`config.mk`:
```
export PLATFORM = sky130hd
export DESIGN_NAME = cega_ctrl
export DESIGN_NICKNAME = d
export VERILOG_FILES = /design/src/sv/cega_pkg.sv /design/src/sv/cega_ctrl.sv
export SDC_FILE = /design/constraint.sdc
export NUM_CORES = 1
export LEC_CHECK = 0
export ABC_CLOCK_PERIOD_IN_PS = 1800
export BUFFER_PORTS_ARGS = -buffer_cell sky130_fd_sc_hd__buf_2
export CORE_AREA = 2 2 39 41
export DETAILED_ROUTE_END_ITERATION = 8
export DIE_AREA = 0 0 41 43
export PLACE_DENSITY = 0.75
export SETUP_SLACK_MARGIN = 0.1
export SLEW_MARGIN = 15
export SYNTH_ARGS = -nofsm -noshare
export SYNTH_HDL_FRONTEND = slang
export SYNTH_SLANG_ARGS = --single-unit
```
`constraint.sdc`:
```
create_clock -name i_clk -period 1.8 [get_ports i_clk]
set_clock_uncertainty 0.15 [all_clocks]
set_input_delay 0.36 -clock i_clk [delete_from_list [all_inputs] [get_ports i_clk]]
set_output_delay 0.36 -clock i_clk [all_outputs]
set_load 0.1 [all_outputs]
```
`src/sv/cega_pkg.sv`:
```
`timescale 1ns / 1ps

package cega_pkg;

    // Field widths
    localparam int COORD_W = 24;
    localparam int CHG_W   = 16;
    localparam int SUM_W   = 48;

    // Derived datapath widths
    localparam int DIFF_W  = COORD_W + 1;          // central minus neighbour
    localparam int S_W     = 2 * DIFF_W;           // sum of three squares
    localparam int RX_W    = S_W + 12;             // radicand, s << 12
    localparam int RES_W   = RX_W + 1;             // root working register
    localparam int R_W     = RX_W / 2;             // final root
    localparam int P_W     = 2 * CHG_W + 9;        // 331 * |qc| * |q|
    localparam int EMAG_W  = P_W + 10;             // energy term magnitude
    localparam int PROD_W  = EMAG_W + DIFF_W;      // |E| * |D|
    localparam int NUM_W   = PROD_W + 12;          // divider numerator
    localparam int DEN_W   = S_W;                  // divider denominator
    localparam int MAG_W   = SUM_W + 2;            // clamped term magnitude
    localparam int CNT_W   = $clog2(NUM_W);
    localparam int MCNT_W  = $clog2(DIFF_W);

    localparam logic [8:0] COULOMB_K = 9'd331;

    // Configuration register indexes
    localparam logic [1:0] CFG_X = 2'd0;
    localparam logic [1:0] CFG_Y = 2'd1;
    localparam logic [1:0] CFG_Z = 2'd2;
    localparam logic [1:0] CFG_Q = 2'd3;

    typedef struct packed {
        logic signed [COORD_W-1:0] atom_x;
        logic signed [COORD_W-1:0] atom_y;
        logic signed [COORD_W-1:0] atom_z;
        logic signed [CHG_W-1:0]   atom_charge;
        logic                      last_atom;
    } t_in;

    typedef struct packed {
        logic signed [SUM_W-1:0] energy_sum;
        logic signed [SUM_W-1:0] gradient_x;
        logic signed [SUM_W-1:0] gradient_y;
        logic signed [SUM_W-1:0] gradient_z;
        logic                    range_fault;
    } t_out;

    typedef enum logic [3:0] {
        S_IDLE, S_CHK, S_SQ, S_ZCHK, S_SQRT, S_EDGO, S_EDIV, S_EACC,
        S_GCHK, S_GMUL, S_GDGO, S_GDIV, S_GACC, S_GNEXT, S_FIN
    } t_state;

    typedef struct packed {
        logic load;
        logic sq;
        logic sqrt_init;
        logic sqrt_step;
        logic ediv_start;
        logic eacc;
        logic gmul_init;
        logic gmul_step;
        logic gdiv_start;
        logic gacc;
        logic axis_next;
        logic emit;
        logic fault_zero;
    } t_cmd;

    typedef struct packed {
        logic q_zero;
        logic last;
        logic sq_last;
        logic s_zero;
        logic sqrt_last;
        logic div_done;
        logic mul_last;
        logic axis_skip;
        logic axis_last;
        logic out_free;
    } t_stat;

    // Saturating add of a signed magnitude; returns {fault, new value}
    function automatic logic [SUM_W:0] sat_add(input logic signed [SUM_W-1:0] acc,
                                               input logic neg,
                                               input logic [MAG_W-1:0] mag);
        logic signed [MAG_W+1:0] ext;
        logic signed [MAG_W+1:0] m;
        logic signed [MAG_W+1:0] sum;
        logic signed [MAG_W+1:0] hi;
        logic signed [MAG_W+1:0] lo;
        logic [SUM_W:0] res;
        ext = {{(MAG_W+2-SUM_W){acc[SUM_W-1]}}, acc};
        m   = {2'b00, mag};
        sum = neg ? (ext - m) : (ext + m);
        hi  = {{(MAG_W+3-SUM_W){1'b0}}, {(SUM_W-1){1'b1}}};
        lo  = ~hi;
        if (sum > hi) begin
            res = {1'b1, 1'b0, {(SUM_W-1){1'b1}}};
        end else if (sum < lo) begin
            res = {1'b1, 1'b1, {(SUM_W-1){1'b0}}};
        end else begin
            res = {1'b0, sum[SUM_W-1:0]};
        end
        return res;
    endfunction

    // Quotient clamped to the term magnitude width
    function automatic logic [MAG_W-1:0] clamp_mag(input logic [NUM_W-1:0] q);
        return (|q[NUM_W-1:MAG_W]) ? {MAG_W{1'b1}} : q[MAG_W-1:0];
    endfunction

endpackage

```
`src/sv/cega_ctrl.sv`:
```
`timescale 1ns / 1ps

module cega_ctrl (
    input  logic            i_clk,
    input  logic            i_rst_n,
    input  logic            i_in_valid,
    output logic            o_in_ready,
    input  cega_pkg::t_stat i_stat,
    output cega_pkg::t_cmd  o_cmd
);
    import cega_pkg::*;

    t_state r_state;
    t_state n_state;

    always_ff @(posedge i_clk) begin
        if (!i_rst_n) begin
            r_state <= S_IDLE;
        end else begin
            r_state <= n_state;
        end
    end

    // Next state
    always_comb begin
        n_state = r_state;
        case (r_state)
            S_IDLE:  if (i_in_valid) n_state = S_CHK;
            S_CHK:   n_state = i_stat.q_zero ? S_FIN : S_SQ;
            S_SQ:    if (i_stat.sq_last) n_state = S_ZCHK;
            S_ZCHK:  n_state = i_stat.s_zero ? S_FIN : S_SQRT;
            S_SQRT:  if (i_stat.sqrt_last) n_state = S_EDGO;
            S_EDGO:  n_state = S_EDIV;
            S_EDIV:  if (i_stat.div_done) n_state = S_EACC;
            S_EACC:  n_state = S_GCHK;
            S_GCHK:  n_state = i_stat.axis_skip ? S_GNEXT : S_GMUL;
            S_GMUL:  if (i_stat.mul_last) n_state = S_GDGO;
            S_GDGO:  n_state = S_GDIV;
            S_GDIV:  if (i_stat.div_done) n_state = S_GACC;
            S_GACC:  n_state = S_GNEXT;
            S_GNEXT: n_state = i_stat.axis_last ? S_FIN : S_GCHK;
            S_FIN: begin
                if (!i_stat.last || i_stat.out_free) n_state = S_IDLE;
            end
            default: n_state = S_IDLE;
        endcase
    end

    // Commands
    always_comb begin
        o_cmd      = '0;
        o_in_ready = 1'b0;
        case (r_state)
            S_IDLE: begin
                o_in_ready = 1'b1;
                o_cmd.load = i_in_valid;
            end
            S_SQ:   o_cmd.sq = 1'b1;
            S_ZCHK: begin
                o_cmd.fault_zero = i_stat.s_zero;
                o_cmd.sqrt_init  = !i_stat.s_zero;
            end
            S_SQRT: o_cmd.sqrt_step  = 1'b1;
            S_EDGO: o_cmd.ediv_start = 1'b1;
            S_EACC: o_cmd.eacc       = 1'b1;
            S_GCHK: o_cmd.gmul_init  = !i_stat.axis_skip;
            S_GMUL: o_cmd.gmul_step  = 1'b1;
            S_GDGO: o_cmd.gdiv_start = 1'b1;
            S_GACC: o_cmd.gacc       = 1'b1;
            S_GNEXT: o_cmd.axis_next = !i_stat.axis_last;
            S_FIN:  o_cmd.emit       = i_stat.last && i_stat.out_free;
            default: o_cmd = '0;
        endcase
    end

endmodule

```
==> results.txt <==
Least-Margin Pin Slew - 0.4832 ns
distinct cell type count after synthesis - 32
Lkg Pwr - 0.5135 nW
Slew headroom - 67.54%
H-tree levels - 1
largest registers - r_state (4)
largest net degree at the start of global routing - 11
Tcrit/Tclk final - 106.0%
Setup Viol. Count Final - 11
CTS Sinks - 4
sequential share of power - 9.8%
fraction of layout cells with a size suffix above 1 - 67.50%
vias in the first global route - 731
sequential area share after synthesis - 15.31%
CTS tree - built
Setup CP Type - reg -> out
Setup crit end kind - output port
Yosys top cell area share - 15.31%
Final min period - 1.908 ns
clk_lat worst skew - 0.24 ns
worst hold-check path type - in -> reg
Initial Util - 37.79%
worst endpoint required time - 1.29 ns
max_cap viols - 0
FF+latch count, synth - 4
cts hold-fix bufs - 0
Crit path largest cell delay - 0.36 ns
switch share - 52.75%
Die Height - 43 um
DR vias - 808
global-route wire length before repair - 3312 um
max-slew violation count - 0
Antenna Nets Post-Route - 0
Synth Instances - 76
Setup WS post-layout - -0.1082 ns
Clock power frac - 5.3%
# rows - 14
antenna violations before repair - 0
I/O pin count - 27
final hold viol count - 0
Comb pwr share - 84.9%
Root Buffer - clkbuf_4
Post-Syn Area - 523.0 um2
HPWL after detailed placement - 1350 um
Reg2Reg Setup Slack - 0.03 ns
DRT Pass-1 Iters - 4
Num CTS Buffers - 3
Final #Nets - 135
status - finished with violations
total core area - 1384 um2
clock slew at reported path FFs - 0.04 ns
grt total ovfl - 0
vias per cell - 5.941
DRC Markers - 0
peak supply drop - 0.0008844 V
Crit-path slowest cell - dfxtp_4
syn nets - 89
RD Place Congestion - 0.8779
CP Max Fanout - 5
crit-path cells - buf_6 -> nand4b_1 -> buf_4 -> nor2_4 -> buf_12
Synth Warn # - 0
initial DRC count - 24
WL final - 2534 um
Antenna Cells - 0
Net Sw Power - 1.114 mW
Largest register FFs - 4
kind of start point of the critical path - flop
data arrival time of the critical path - 1.40 ns
Total Power - 2.113 mW
Die ar. - 1763 um2
port bufs - 26
P_int - 998.3 uW
# fillers - 48
Place WS - -0.003258 ns
pwr dens - 1644 nW/um2
synthesized area per cell - 6.882 um2
violated checks - setup timing
Core Util, Final - 92.86%
P&R area growth vs syn - 145.7%
CTS Buffer Depth - 2
cell taking the most area after synthesis - dfxtp_1
drt wl/cell - 18.63 um
RSZ-0062 raised after global routing - true
Fmax achieved - 0.5240 GHz
Area contributors post-synth - dfxtp_1 15%, nor3_1 7.7%, o21ai_0 6.7%
Die Width - 41 um
Total Routing Usage GR - 28.36%
worst hold slack - 0.2674 ns
Biggest register - r_state
-- cell families after synthesis --
kind of cell	share of synthesized area [%]
buffers and inverters	10.28
AOI/OAI and AO/OA	24.64
DFF	15.31
and+or+nand+nor	47.84
muxes	1.914
-- cell type report --
type / count / area, um2 / area share, %
Clock buffer: 3 / 22.52 / 1.753
Inverter: 3 / 11.26 / 0.8763
Multi-Input combinational cell: 62 / 576.8 / 44.89
Sequential cell: 4 / 95.09 / 7.400
Tap cell: 16 / 20.02 / 1.558
Timing Repair Buffer: 48 / 559.3 / 43.52
-- final timing paths --
| path | from | end | cells after the start |
|---|---|---|---|
| max | r_state[0]$_SDFFE_PN0P_ | o_cmd[1] | 5 |
| min | i_rst_n | r_state[1]$_SDFFE_PN0P_ | 2 |
| max reg2reg | r_state[1]$_SDFFE_PN0P_ | r_state[1]$_SDFFE_PN0P_ | 6 |
| min reg2reg | r_state[3]$_SDFFE_PN0P_ | r_state[3]$_SDFFE_PN0P_ | 3 |
-- Yosys cell counts --
| master | count |
|---|---|
| a211o_1 | 1 |
| a21oi_1 | 4 |
| a22o_1 | 1 |
| and2_1 | 2 |
| buf_2 | 1 |
| buf_4 | 2 |
| buf_6 | 1 |
| clkbuf_1 | 3 |
| dfxtp_1 | 4 |
| inv_1 | 3 |
| mux2i_1 | 1 |
| nand2_1 | 6 |
| nand2b_1 | 4 |
| nand2b_4 | 1 |
| nand3_1 | 1 |
| nand3b_1 | 2 |
| nand4b_1 | 1 |
| nor2_1 | 8 |
| nor2b_1 | 3 |
| nor3_1 | 8 |
| nor3b_1 | 2 |
| nor4b_1 | 1 |
| o21a_1 | 1 |
| o21ai_0 | 7 |
| o221a_1 | 1 |
| o31ai_2 | 1 |
| o32ai_2 | 1 |
| o41ai_1 | 1 |
| or2_2 | 1 |
| or3_4 | 1 |
| or3b_1 | 1 |
| or3b_2 | 1 |
-- power groups by stage --
stage / Clock, mW / Sequential [mW] / Combinational (mW)
2_1_floorplan: 0 / 0.144 / 1.05
3_3_place_gp: 0 / 0.195 / 1.39
3_5_place_dp: 0 / 0.199 / 1.41
4_1_cts: 0.113 / 0.190 / 1.65
5_1_grt: 0.122 / 0.210 / 1.86
6_report: 0.113 / 0.207 / 1.79
-- repair_timing --
item,CTS,global route
gates resized for setup,20,11
buffers inserted,8,3
endpoints found under the setup margin,17,18
pin swaps,10,10
-- critical path, delay by kind of cell, from the launching register on --
family,cells,cell delay (ns)
DFF,1,0.36
buffers and inverters,3,0.50
and+or+nand+nor,2,0.31
-- placed cells by master, fill, tap and decap left out, types with 4 or more instances in the layout --
| cell type | n |
|---|---|
| buf_12 | 15 |
| dfxtp_4 | 4 |
| nor2_4 | 5 |
| buf_4 | 11 |
| nor3_4 | 5 |
| o21ai_0 | 6 |
| buf_6 | 9 |
| nand2_1 | 5 |
| buf_2 | 12 |
-- metal layers --
metal  wire length (um)  GRT usage (%)
met5                  0              0
met4                128          8.000
met2               1328          50.63
met3                142          6.283
met1                935          31.05
-- through the flow --
step,instance area (um2),TNS [ns],instances
final,1285,-0.4677,136
after detailed placement,1056,-0.003258,123
after global placement,1056,0,123
after global routing,1285,-0.9988,136
after floorplan,660.6,-5.783,76
after CTS,1206,-0.3249,134
Note: power is estimated with default switching activity, not from simulation.
